File: src/design/bcu_pkg.sv
package bcu_pkg;

    // Default word width of the datapath
    localparam int WIDTH_DEF = 32;

    // Width of the n, k and coefficient fields on the channels
    localparam int FIELD_W = 32;

    typedef enum logic [2:0] {
        ST_IDLE,
        ST_PREP,
        ST_TEST,
        ST_DIV_C,
        ST_MUL_Q,
        ST_MUL_R,
        ST_DIV_R,
        ST_DONE
    } t_state;

    typedef enum logic {
        OP_DIV,
        OP_MUL
    } t_alu_op;

    typedef struct packed {
        logic    start;
        t_alu_op op;
    } t_alu_req;

    typedef struct packed {
        logic done;
    } t_alu_rsp;

endpackage

File: src/design/bcu_if.sv
interface bcu_in_if;
    logic                         valid;
    logic                         ready;
    logic [bcu_pkg::FIELD_W-1:0]  n;
    logic [bcu_pkg::FIELD_W-1:0]  k;

    modport source (output valid, output n, output k, input ready);
    modport sink   (input valid, input n, input k, output ready);
endinterface

interface bcu_out_if;
    logic                         valid;
    logic                         ready;
    logic [bcu_pkg::FIELD_W-1:0]  coefficient;

    modport source (output valid, output coefficient, input ready);
    modport sink   (input valid, input coefficient, output ready);
endinterface

File: src/design/bcu_alu.sv
// Bit-serial divide / multiply, one bit per cycle while busy; done pulses
// once the last bit is done.
// DIV: o_lo = a / b, o_hi = a % b (b nonzero).
// MUL: {o_hi, o_lo} = a * b, full double-width product.
module bcu_alu #(
    parameter int WIDTH = bcu_pkg::WIDTH_DEF
) (
    input  logic                i_clk,
    input  logic                i_rst_n,
    input  bcu_pkg::t_alu_req   i_req,
    input  logic [WIDTH-1:0]    i_a,
    input  logic [WIDTH-1:0]    i_b,
    output bcu_pkg::t_alu_rsp   o_rsp,
    output logic [WIDTH-1:0]    o_lo,
    output logic [WIDTH-1:0]    o_hi
);

    localparam int CW = $clog2(WIDTH + 1);

    logic              r_busy;
    logic              r_done;
    logic [CW-1:0]     r_cnt;
    bcu_pkg::t_alu_op  r_op;
    logic [WIDTH-1:0]  r_hi;
    logic [WIDTH-1:0]  r_lo;
    logic [WIDTH-1:0]  r_opnd;

    logic [WIDTH:0]    w_shift;
    logic [WIDTH:0]    w_trial;
    logic [WIDTH:0]    w_sum;

    // adders: restoring subtract for DIV, add of multiplicand for MUL
    always_comb begin
        w_shift = {r_hi, r_lo[WIDTH-1]};
        w_trial = w_shift - {1'b0, r_opnd};
        w_sum   = {1'b0, r_hi} + (r_lo[0] ? {1'b0, r_opnd} : '0);
    end

    always_ff @(posedge i_clk) begin
        if (!i_rst_n) begin
            r_busy <= 1'b0;
            r_done <= 1'b0;
            r_cnt  <= '0;
        end else begin
            r_done <= 1'b0;
            if (r_busy) begin
                r_cnt <= r_cnt - 1'b1;
                if (r_cnt == CW'(1)) begin
                    r_busy <= 1'b0;
                    r_done <= 1'b1;
                end
            end else if (i_req.start) begin
                r_busy <= 1'b1;
                r_cnt  <= CW'(WIDTH);
            end
        end
    end

    always_ff @(posedge i_clk) begin
        if (r_busy) begin
            if (r_op == bcu_pkg::OP_DIV) begin
                if (!w_trial[WIDTH]) begin
                    r_hi <= w_trial[WIDTH-1:0];
                    r_lo <= {r_lo[WIDTH-2:0], 1'b1};
                end else begin
                    r_hi <= w_shift[WIDTH-1:0];
                    r_lo <= {r_lo[WIDTH-2:0], 1'b0};
                end
            end else begin
                r_hi <= w_sum[WIDTH:1];
                r_lo <= {w_sum[0], r_lo[WIDTH-1:1]};
            end
        end else if (i_req.start) begin
            r_op <= i_req.op;
            r_hi <= '0;
            if (i_req.op == bcu_pkg::OP_DIV) begin
                r_lo   <= i_a;
                r_opnd <= i_b;
            end else begin
                r_lo   <= i_b;
                r_opnd <= i_a;
            end
        end
    end

    assign o_rsp.done = r_done;
    assign o_lo       = r_lo;
    assign o_hi       = r_hi;

endmodule

File: src/design/binomial_coefficient_unit.sv
// Binomial coefficient unit: C(n,k) on WIDTH-bit unsigned words.
//
// Channels: i_in takes one word of n and k, o_out returns one word with the
// coefficient. A word moves on a rising edge with valid and ready both high.
// A coefficient of zero means overflow, or k greater than n.
//
// k is first folded to min(k, n-k). One loop step then runs per i = 1..k on a
// single bit-serial divide/multiply unit: c/i and c%i, (c/i)*m with overflow
// check on the high half, (c%i)*m, that product divided by i, then the add.
// The four operations of a step run one after another on the unit, and the
// loop stops early at the first overflowing product. Items are handled one at a
// time: i_in.ready is high only while the sequencer is idle.
//
// The result sits in an output register. If the receiver stalls, the result
// holds and the block may already accept the next word; that word's result
// waits in the final state until the register is free.
// Reset (synchronous, active low) returns the sequencer to idle and drops
// o_out.valid. n and k are cut to WIDTH bits; the output keeps the low 32.
module binomial_coefficient_unit #(
    parameter int WIDTH = bcu_pkg::WIDTH_DEF
) (
    input  logic        i_clk,
    input  logic        i_rst_n,
    bcu_in_if.sink      i_in,
    bcu_out_if.source   o_out
);

    bcu_pkg::t_state   r_state;
    bcu_pkg::t_state   n_state;

    // loop registers
    logic [WIDTH-1:0]  r_n;
    logic [WIDTH-1:0]  r_k;
    logic [WIDTH-1:0]  r_c;
    logic [WIDTH-1:0]  r_i;
    logic [WIDTH-1:0]  r_m;
    logic [WIDTH-1:0]  r_q;

    // output register
    logic                         r_out_valid;
    logic [bcu_pkg::FIELD_W-1:0]  r_coef;

    // shared unit
    bcu_pkg::t_alu_req w_req;
    bcu_pkg::t_alu_rsp w_rsp;
    logic [WIDTH-1:0]  w_a;
    logic [WIDTH-1:0]  w_b;
    logic [WIDTH-1:0]  w_lo;
    logic [WIDTH-1:0]  w_hi;

    logic              w_in_take;
    logic              w_out_free;
    logic [WIDTH-1:0]  w_nk;

    assign w_in_take  = i_in.valid && i_in.ready;
    assign w_out_free = !r_out_valid || o_out.ready;
    assign w_nk       = r_n - r_k;

    bcu_alu #(
        .WIDTH (WIDTH)
    ) u_alu (
        .i_clk   (i_clk),
        .i_rst_n (i_rst_n),
        .i_req   (w_req),
        .i_a     (w_a),
        .i_b     (w_b),
        .o_rsp   (w_rsp),
        .o_lo    (w_lo),
        .o_hi    (w_hi)
    );

    // next state
    always_comb begin
        n_state = r_state;
        case (r_state)
            bcu_pkg::ST_IDLE: begin
                if (w_in_take) n_state = bcu_pkg::ST_PREP;
            end
            bcu_pkg::ST_PREP: begin
                n_state = (r_k > r_n) ? bcu_pkg::ST_DONE : bcu_pkg::ST_TEST;
            end
            bcu_pkg::ST_TEST: begin
                n_state = (r_i > r_k) ? bcu_pkg::ST_DONE : bcu_pkg::ST_DIV_C;
            end
            bcu_pkg::ST_DIV_C: begin
                if (w_rsp.done) n_state = bcu_pkg::ST_MUL_Q;
            end
            bcu_pkg::ST_MUL_Q: begin
                if (w_rsp.done) begin
                    n_state = (w_hi != '0) ? bcu_pkg::ST_DONE : bcu_pkg::ST_MUL_R;
                end
            end
            bcu_pkg::ST_MUL_R: begin
                if (w_rsp.done) n_state = bcu_pkg::ST_DIV_R;
            end
            bcu_pkg::ST_DIV_R: begin
                if (w_rsp.done) n_state = bcu_pkg::ST_TEST;
            end
            bcu_pkg::ST_DONE: begin
                if (w_out_free) n_state = bcu_pkg::ST_IDLE;
            end
            default: n_state = bcu_pkg::ST_IDLE;
        endcase
    end

    // outputs: unit requests and operands, and i_in.ready
    always_comb begin
        w_req.start = 1'b0;
        w_req.op    = bcu_pkg::OP_DIV;
        w_a         = r_c;
        w_b         = r_i;
        i_in.ready  = 1'b0;
        case (r_state)
            bcu_pkg::ST_IDLE: begin
                i_in.ready = 1'b1;
            end
            bcu_pkg::ST_TEST: begin
                // c / i, c % i
                w_req.start = !(r_i > r_k);
                w_req.op    = bcu_pkg::OP_DIV;
                w_a         = r_c;
                w_b         = r_i;
            end
            bcu_pkg::ST_DIV_C: begin
                // (c/i) * m
                w_req.start = w_rsp.done;
                w_req.op    = bcu_pkg::OP_MUL;
                w_a         = w_lo;
                w_b         = r_m;
            end
            bcu_pkg::ST_MUL_Q: begin
                // (c%i) * m, remainder parked in r_c
                w_req.start = w_rsp.done && (w_hi == '0);
                w_req.op    = bcu_pkg::OP_MUL;
                w_a         = r_c;
                w_b         = r_m;
            end
            bcu_pkg::ST_MUL_R: begin
                // ((c%i)*m mod 2^W) / i
                w_req.start = w_rsp.done;
                w_req.op    = bcu_pkg::OP_DIV;
                w_a         = w_lo;
                w_b         = r_i;
            end
            default: begin
                w_req.start = 1'b0;
            end
        endcase
    end

    always_ff @(posedge i_clk) begin
        if (!i_rst_n) begin
            r_state <= bcu_pkg::ST_IDLE;
        end else begin
            r_state <= n_state;
        end
    end

    // loop datapath
    always_ff @(posedge i_clk) begin
        case (r_state)
            bcu_pkg::ST_IDLE: begin
                if (w_in_take) begin
                    r_n <= WIDTH'(i_in.n);
                    r_k <= WIDTH'(i_in.k);
                end
            end
            bcu_pkg::ST_PREP: begin
                r_c <= (r_k > r_n) ? '0 : WIDTH'(1);
                r_i <= WIDTH'(1);
                r_m <= r_n;
                if (r_k > w_nk) r_k <= w_nk;
            end
            bcu_pkg::ST_DIV_C: begin
                if (w_rsp.done) r_c <= w_hi;
            end
            bcu_pkg::ST_MUL_Q: begin
                if (w_rsp.done) begin
                    if (w_hi != '0) begin
                        r_c <= '0;
                    end else begin
                        r_q <= w_lo;
                    end
                end
            end
            bcu_pkg::ST_DIV_R: begin
                if (w_rsp.done) begin
                    r_c <= r_q + w_lo;
                    r_i <= r_i + 1'b1;
                    r_m <= r_m - 1'b1;
                end
            end
            default: begin
            end
        endcase
    end

    // output register
    always_ff @(posedge i_clk) begin
        if (!i_rst_n) begin
            r_out_valid <= 1'b0;
        end else if (r_state == bcu_pkg::ST_DONE && w_out_free) begin
            r_out_valid <= 1'b1;
        end else if (o_out.ready) begin
            r_out_valid <= 1'b0;
        end
    end

    always_ff @(posedge i_clk) begin
        if (r_state == bcu_pkg::ST_DONE && w_out_free) begin
            r_coef <= bcu_pkg::FIELD_W'(r_c);
        end
    end

    assign o_out.valid       = r_out_valid;
    assign o_out.coefficient = r_coef;

    // running factor and index stay tied: m + i == n + 1 inside the loop
    a_loop_tie: assert property (@(posedge i_clk) disable iff (!i_rst_n)
        (r_state == bcu_pkg::ST_TEST || r_state == bcu_pkg::ST_DIV_C ||
         r_state == bcu_pkg::ST_MUL_Q || r_state == bcu_pkg::ST_MUL_R ||
         r_state == bcu_pkg::ST_DIV_R) |-> (r_m + r_i == r_n + 1'b1))
        else $error("loop factor and index out of step");

    // unit completions only arrive while the sequencer waits on one
    a_done_waits: assert property (@(posedge i_clk) disable iff (!i_rst_n)
        w_rsp.done |-> (r_state == bcu_pkg::ST_DIV_C || r_state == bcu_pkg::ST_MUL_Q ||
                        r_state == bcu_pkg::ST_MUL_R || r_state == bcu_pkg::ST_DIV_R))
        else $error("unit completion outside a wait state");

    // a new result is loaded only from the final state
    a_load_done: assert property (@(posedge i_clk) disable iff (!i_rst_n)
        $rose(r_out_valid) |-> $past(r_state == bcu_pkg::ST_DONE))
        else $error("result loaded outside final state");

    // the divisor never reaches zero in a step
    a_div_nonzero: assert property (@(posedge i_clk) disable iff (!i_rst_n)
        (w_req.start && w_req.op == bcu_pkg::OP_DIV) |-> (w_b != '0))
        else $error("divide by zero requested");

endmodule
File: src/flat_wrapper.sv
// flat-port wrapper written by rule: the top's interface ports become plain ports
module binomial_coefficient_unit_flat 
#(
    parameter int WIDTH = bcu_pkg::WIDTH_DEF
)
  (i_clk, i_rst_n, i_in_valid, i_in_n, i_in_k, i_in_ready, o_out_valid, o_out_coefficient, o_out_ready);
  bcu_in_if i_in_i ();
  bcu_out_if o_out_i ();
  input  logic i_clk;
  input  logic i_rst_n;
  input wire logic [$bits(i_in_i.valid)-1:0] i_in_valid;
  input wire logic [$bits(i_in_i.n)-1:0] i_in_n;
  input wire logic [$bits(i_in_i.k)-1:0] i_in_k;
  output wire logic [$bits(i_in_i.ready)-1:0] i_in_ready;
  output wire logic [$bits(o_out_i.valid)-1:0] o_out_valid;
  output wire logic [$bits(o_out_i.coefficient)-1:0] o_out_coefficient;
  input wire logic [$bits(o_out_i.ready)-1:0] o_out_ready;
  assign i_in_i.valid = i_in_valid;
  assign i_in_i.n = i_in_n;
  assign i_in_i.k = i_in_k;
  assign i_in_ready = i_in_i.ready;
  assign o_out_valid = o_out_i.valid;
  assign o_out_coefficient = o_out_i.coefficient;
  assign o_out_i.ready = o_out_ready;
  binomial_coefficient_unit #(.WIDTH(WIDTH)) u_core (.i_clk(i_clk), .i_rst_n(i_rst_n), .i_in(i_in_i), .o_out(o_out_i));
endmodule
File: config.mk
export PLATFORM = sky130hd
export DESIGN_NAME = binomial_coefficient_unit_flat
export DESIGN_NICKNAME = d
export VERILOG_FILES = /design/src/design/bcu_pkg.sv /design/src/design/bcu_if.sv /design/src/design/bcu_alu.sv /design/src/design/binomial_coefficient_unit.sv /design/src/flat_wrapper.sv
export SDC_FILE = /design/constraint.sdc
export NUM_CORES = 1
export LEC_CHECK = 0
export BUFFER_PORTS_ARGS = -buffer_cell sky130_fd_sc_hd__clkbuf_2
export CORE_UTILIZATION = 55
export CTS_BUF_LIST = sky130_fd_sc_hd__clkbuf_8
export DETAILED_ROUTE_END_ITERATION = 10
export PLACE_DENSITY = 0.72
export SLEW_MARGIN = 20
export SYNTH_ARGS = -nofsm -noshare
export SYNTH_HDL_FRONTEND = slang
export SYNTH_SLANG_ARGS = --single-unit
File: constraint.sdc
create_clock -name i_clk -period 11.6 [get_ports i_clk]
set_clock_uncertainty 0.1 [all_clocks]
set_input_delay 0.58 -clock i_clk [delete_from_list [all_inputs] [get_ports i_clk]]
set_output_delay 0.58 -clock i_clk [all_outputs]
set_load 0.005 [all_outputs]
---- Word-level counts from Yosys, hierarchy flattened ----
Cells that the tools add are included.
storage, ports and cells
  register bits after elaboration ......... 333
  logic and storage cells ................. 115
  output and inout port bits .............. 34
  input bits .............................. 68
operators by class
  bitwise gates (word level) .............. 2
  muxes and demuxes ....................... 47
  magnitude comparators ................... 3
  add/subtract/negate cells ............... 7
  equal/unequal tests ..................... 16
  reduce and logical (&&, ||, !) cells .... 24
operators by type and width
  cell                     number
  $mux W32                 20
  $pmux W32 S2             3
  $pmux W32 S4             1
  $gt A32 B32 Y1           3
  $add A32 B32 Y33         1
  $sub A33 B32 Y33         1
  $add A32 B1 Y32 const B  1
  $add A32 B32 Y32         1
  $logic_not A32 Y1        1
  $reduce_bool A32 Y1      1
  $sub A32 B1 Y32 const B  1
  $sub A32 B32 Y32         1
  $mux W3                  8
  $pmux W3 S8              1
  $eq A3 B3 Y1 const B     4
  $mux W6                  2
  $mux W1                  10
  $ne A2 B1 Y1 const B     4
  $ne A2 B2 Y1 const B     4
  $reduce_and A2 Y1        4
  $reduce_bool A2 Y1       4
  $eq A3 B2 Y1 const B     2
  $eq A6 B1 Y1 const B     1
  $reduce_and A3 Y1        2
  other kinds (13)         18

---- Longest topological paths before layout ----
  depth after elaboration ................. 6
  depth in mapped cells ................... 22
  gate-level depth less buffers ........... 22

---- Hierarchy ----
A second synthesis with hierarchy kept.
second synthesis, totals
  cell total of the unflattened synthesis .. 2334
  area total of the unflattened synthesis .. 23694.0 µm²
by module, submodules not included
  module                     cells each  area each (µm²)  instances
  binomial_coefficient_unit  1359        14587.7          1
  bcu_alu                    975         9106.2           1

---- Worst setup path after synthesis ----
No wires, ideal clock.
  path type ............................... register to register
  start ................................... register u_core.r_state[0]
  end ..................................... register u_core.r_i[0] (enable)
  data arrival time ....................... 5630 ps
  setup slack ............................. 5296 ps
  clock period less this slack ............ 6304 ps
  data required time ...................... 10926 ps
  buffers on the path ..................... 2
  stages on the path, launching flop included .. 6
  library setup time ...................... 574 ps
  cell sequence ........................... dfxtp_1 > clkbuf_1 > nor2b_1 > nand2_1 > clkbuf_1 > o21ai_0
between the ends
  cells in the longest elaborated chain, start to end .. 3
  elaborated cells between the ends (all ways) .. 5
  classes of those cells .................. 3 x eq/ne; 2 x reduce/logical
RTL lines
  item                                                          RTL line                          RTL
  start, declared                                               binomial_coefficient_unit.sv:28   bcu_pkg::t_state r_state;
  start signal, assigned                                        binomial_coefficient_unit.sv:153  r_state <= bcu_pkg::ST_IDLE;
  start signal, assigned                                        binomial_coefficient_unit.sv:155  r_state <= n_state;
  $eq A3 B3 Y1 or $eq A3 B1 Y1 (tied branches)                  binomial_coefficient_unit.sv:161  case (r_state)
  $ne A2 B2 Y1 (no line) or $reduce_bool A2 Y1 (tied branches)  -
  $reduce_and A2 Y1 (no line) (*)                               -
  end signal, assigned                                          binomial_coefficient_unit.sv:189  r_i <= r_i + 1'b1;
  end, declared                                                 binomial_coefficient_unit.sv:35   logic [WIDTH-1:0] r_i;
Every way passes the cells marked *; elsewhere a longest branch is shown, timed or not.
A chain may end at the register's enable or synchronous reset.

---- Final worst setup path ----
  start ................................... register u_core.r_k[1]
  end ..................................... register u_core.r_k[10] (enable)
between the ends
  cells in the longest elaborated chain, start to end .. 4
RTL lines
  item                             RTL line                          RTL
  start, declared                  binomial_coefficient_unit.sv:33   logic [WIDTH-1:0] r_k;
  start signal, assigned           binomial_coefficient_unit.sv:165  r_k <= WIDTH'(i_in.k);
  start signal, assigned           binomial_coefficient_unit.sv:172  if (r_k > w_nk) r_k <= w_nk;
  $sub A32 B32 Y32                 binomial_coefficient_unit.sv:57   assign w_nk = r_n - r_k;
  $gt A32 B32 Y1 (*)               binomial_coefficient_unit.sv:172
  $ne A2 B1 Y1 (no line) (*)       -
  $reduce_and A3 Y1 (no line) (*)  -
Marks and branches as above.

==> run_results.csv <==
group,metric,value,unit
grt,grt_antenna_before_repair,0,
detailed_routing,viasPerCell,6.045,
floorplan,start_util,0.5577,
detailed_routing,drtAntennaViolNets,0,
floorplan,dieWidth,205.7,µm
power,total_leakage_power,0.01039,µW
clocking,cts_resized,0,
floorplan,fp.dieArea,42310,µm²
synth,async_flop_share,0,
synth,ys_warn_count,0,
clocking,clk_pin_slew,0.06,ns
sta,period_share,0.4357,
worst_setup_path,critical_path.cell_chain,"inv_1 -> ha_1 -> nor2b_1 -> o31a_1 -> o211ai_1 -> a21oi_1 -> o41ai_1 -> a31o_2 -> xor2_1 -> ha_1 -> a21o_1 -> a21oi_1 -> nor2b_1 -> o21ai_0 -> nand2b_1 -> a21oi_1 -> nor2b_1 -> o21ai_0 -> nand2_1 -> o32a_1 -> buf_4",
floorplan,core_area,40920,µm²
synth,synth_top_area_share,0.4224,
cells_and_area,diodes,0,
clocking,insertion_delay,0.64,ns
worst_setup_path,timing.rr.start,"u_core.r_k[1]",
synth,synthCells,2310,
worst_setup_path,worstPathRequired,11.84,ns
power,intPower,4137,µW
synth,synth_area_leaders,"edfxtp_1 (42%), ha_1 (11%), a21oi_1 (4.4%)",
clocking,htreeDepth,2,
worst_setup_path,critical-path-max-stage-delay,0.55,ns
detailed_routing,dr_total_vias,18120,
worst_setup_path,slowest_stage,"o41ai_1",
sta,final_hold_viol_count,0,
worst_setup_path,worstSetupEndpointType,"flop",
cells_and_area,final_cell_count_no_fill,2998,
worst_setup_path,crit_path_end,"u_core.r_k[10]",
synth,synthesis.nets,2578,
synth,yosys.area.top_type,"edfxtp_1",
worst_setup_path,cp.arrival,5.29,ns
detailed_routing,wl,57060,µm
detailed_routing,drc,0,
synth,synth_edf_count,321,
detailed_routing,dr.pass1.iters,7,
worst_setup_path,r2r_end,"u_core.r_k[10]",
sta,rsz0062_at_grt,"false",
sta,fin_tns_setup,0,ns
sta,min_period,5.054,ns
sta,timing.fmax,197.9,MHz
sta,tightestPinTransition,1.044,ns
power,ir_drop,0.0001788,V
grt,grt_max_degree,115,
detailed_routing,wl_per_cell,19.03,µm
synth,avgSynthCellArea,9.880,µm²
synth,ys_seq_area_frac,0.4329,
grt,grt_pass1_vias,17440,
worst_setup_path,worstSetupStartpoint,"u_core.r_k[1]",
power,power_density,301.8,nW/µm²
sta,relSlewSlack,0.3037,
placement,place_congestion,1.001,
worst_setup_path,r2r_cells,21,
sta,finalSetupViolations,0,
grt,grtUsageTotal,0.2715,
floorplan,num_rows,74,
hold_path,hold_path.class,"in2reg",
placement,dp.cells,2874,
power,p_sw,3447,µW
power,clockPowerShare,0.127,
synth,synth_flop_cell,"edfxtp_1",
cells_and_area,nets,2692,
floorplan,io_pins,102,
sta,finalWorstSetupSlack,6.546,ns
synth,synth_cell_types,77,
clocking,cts_tree,"yes",
clocking,cts_made_buffers,56,
power,pwr-share-seq,0.314,
grt,grt_pass1_wl,90600,µm
job,cap_viol_max_count,0,
worst_setup_path,startpoint_type,"flop",
placement,dpl.hpwl,42930,µm
worst_setup_path,path_class,"reg2reg",
detailed_routing,drt-initial-drc-count,1241,
clocking,cts-root-buf,"clkbuf_8",
clocking,cts_max_path_buffers,3,
power,pwr-share-comb,0.559,
power,swShare,0.4546,
worst_setup_path,r2r_slack,6.55,ns
cells_and_area,area_growth,10.10,%
floorplan,die_h,205.7,µm
sta,slew_violations,0,
cells_and_area,drive_gt1_frac,0.08719,
grt,overflow,0,
synth,ys_ff_latch,333,
cells_and_area,post-route-util,0.6140,
placement,pre_cts_ws,6.555,ns
clocking,cts_sinks,333,
placement,port_buffers,101,
worst_setup_path,crit_fanout,31,
outcome,outcome,"finished clean",
cells_and_area,layout_common_cells,"edfxtp_1 (321), a21oi_1 (198), ha_1 (196), o21ai_0 (177)",
cells_and_area,final_common_cell,"edfxtp_1",
synth,synth.cell_area,22820,µm²
==> layer usage <==
| metal | routed length [µm] | track usage |
|---|---|---|
| met1 | 26070 | 0.3790 |
| met2 | 26160 | 0.4398 |
| met3 | 3512 | 0.03342 |
| met4 | 1316 | 0.08307 |
| met5 | 0 | 0 |
==> state kept, by name, indices dropped and copies added, names as in the netlist, 3 cells and up <==
name                      flops
u_core.r_n                   32
u_core.r_q                   32
u_core.r_c                   32
u_core.u_alu.r_opnd          32
u_core.u_alu.o_lo            32
u_core.r_state                3
u_core.r_k                   32
u_core.o_out.coefficient     32
u_core.r_m                   32
u_core.u_alu.o_hi            32
u_core.r_i                   32
u_core.u_alu.r_cnt            6
==> through the flow <==
step	total power, µW	hold slack [ns]	instance area, µm²
6_report	7584	0.04418	25130
5_1_grt	8165	0.02307	25130
4_1_cts	7542	0.0001638	25110
3_5_place_dp	6538	0.3461	23890
3_3_place_gp	6409	0.3401	23890
2_1_floorplan	5437	0.3261	22820
==> power groups by stage <==
stage	Sequential, µW	Combinational, µW	Clock [µW]
after CTS	2380	4180	983
after floorplan	2200	3240	0
final	2380	4240	963
after detailed placement	2400	4140	0
after global routing	2430	4710	1020
after global placement	2390	4020	0
==> cell usage after synthesis (62+ instances only) <==
| cell type | n |
|---|---|
| edfxtp_1 | 321 |
| a21oi_1 | 199 |
| ha_1 | 196 |
| o21ai_0 | 179 |
| nand2_1 | 176 |
| nor2_1 | 175 |
| inv_1 | 112 |
| a21o_1 | 84 |
| xnor2_1 | 84 |
| clkbuf_1 | 82 |
| mux2i_1 | 81 |
| xor2_1 | 72 |
| a211oi_1 | 62 |
==> repair_timing <==
item	CTS	global route
setup buffers	0	0
endpoints found under the hold margin	23	0
hold buffers	23	0
==> worst min path at each step <==
stage / from / end / slack [ns] / cells past startpoint
global route: i_in_n[3] / u_core.r_n[3] / 0.02 / 1
detailed placement: u_core.r_c[1] / u_core.o_out.coefficient[1] / 0.35 / 0
global placement: u_core.r_c[0] / u_core.o_out.coefficient[0] / 0.34 / 0
floorplan: u_core.r_c[0] / u_core.o_out.coefficient[0] / 0.33 / 0
CTS: i_in_n[12] / u_core.r_n[12] / 0.0002 / 1
finish: i_in_n[1] / u_core.r_n[1] / 0.04 / 1
==> kinds of logic after synthesis <==
logic type | count (synthesis) | synth area share
xor+xnor | 157 | 0.06058
buf+inv | 199 | 0.03333
flops | 333 | 0.4329
compound gates | 692 | 0.1882
mux | 81 | 0.03553
fa+ha+maj | 200 | 0.1110
simple gates | 648 | 0.1385
==> area by class of cell <==
| cell class | instances | area (µm²) |
|---|---|---|
| Fill cell | 3439 | 15800 |
| Multi-Input combinational cell | 1778 | 12280 |
| Sequential cell | 333 | 9881 |
| Timing Repair Buffer | 143 | 885.9 |
| Clock buffer | 59 | 812.0 |
| Tap cell | 532 | 665.6 |
| Inverter | 112 | 420.4 |
| Clock inverter | 41 | 185.2 |
==> worst max-delay path, delay by kind of cell (launching register included) <==
kind / cells / cell delay, ns
xor gates and xnor gates: 1 / 0.21
DFF: 1 / 0.44
buffers and inverters: 2 / 0.38
AOI/OAI and AO/OA: 11 / 2.70
and+or+nand+nor: 5 / 0.40
adders and majority gates: 2 / 0.52
No activity file was read; power rests on OpenSTA's default activity.
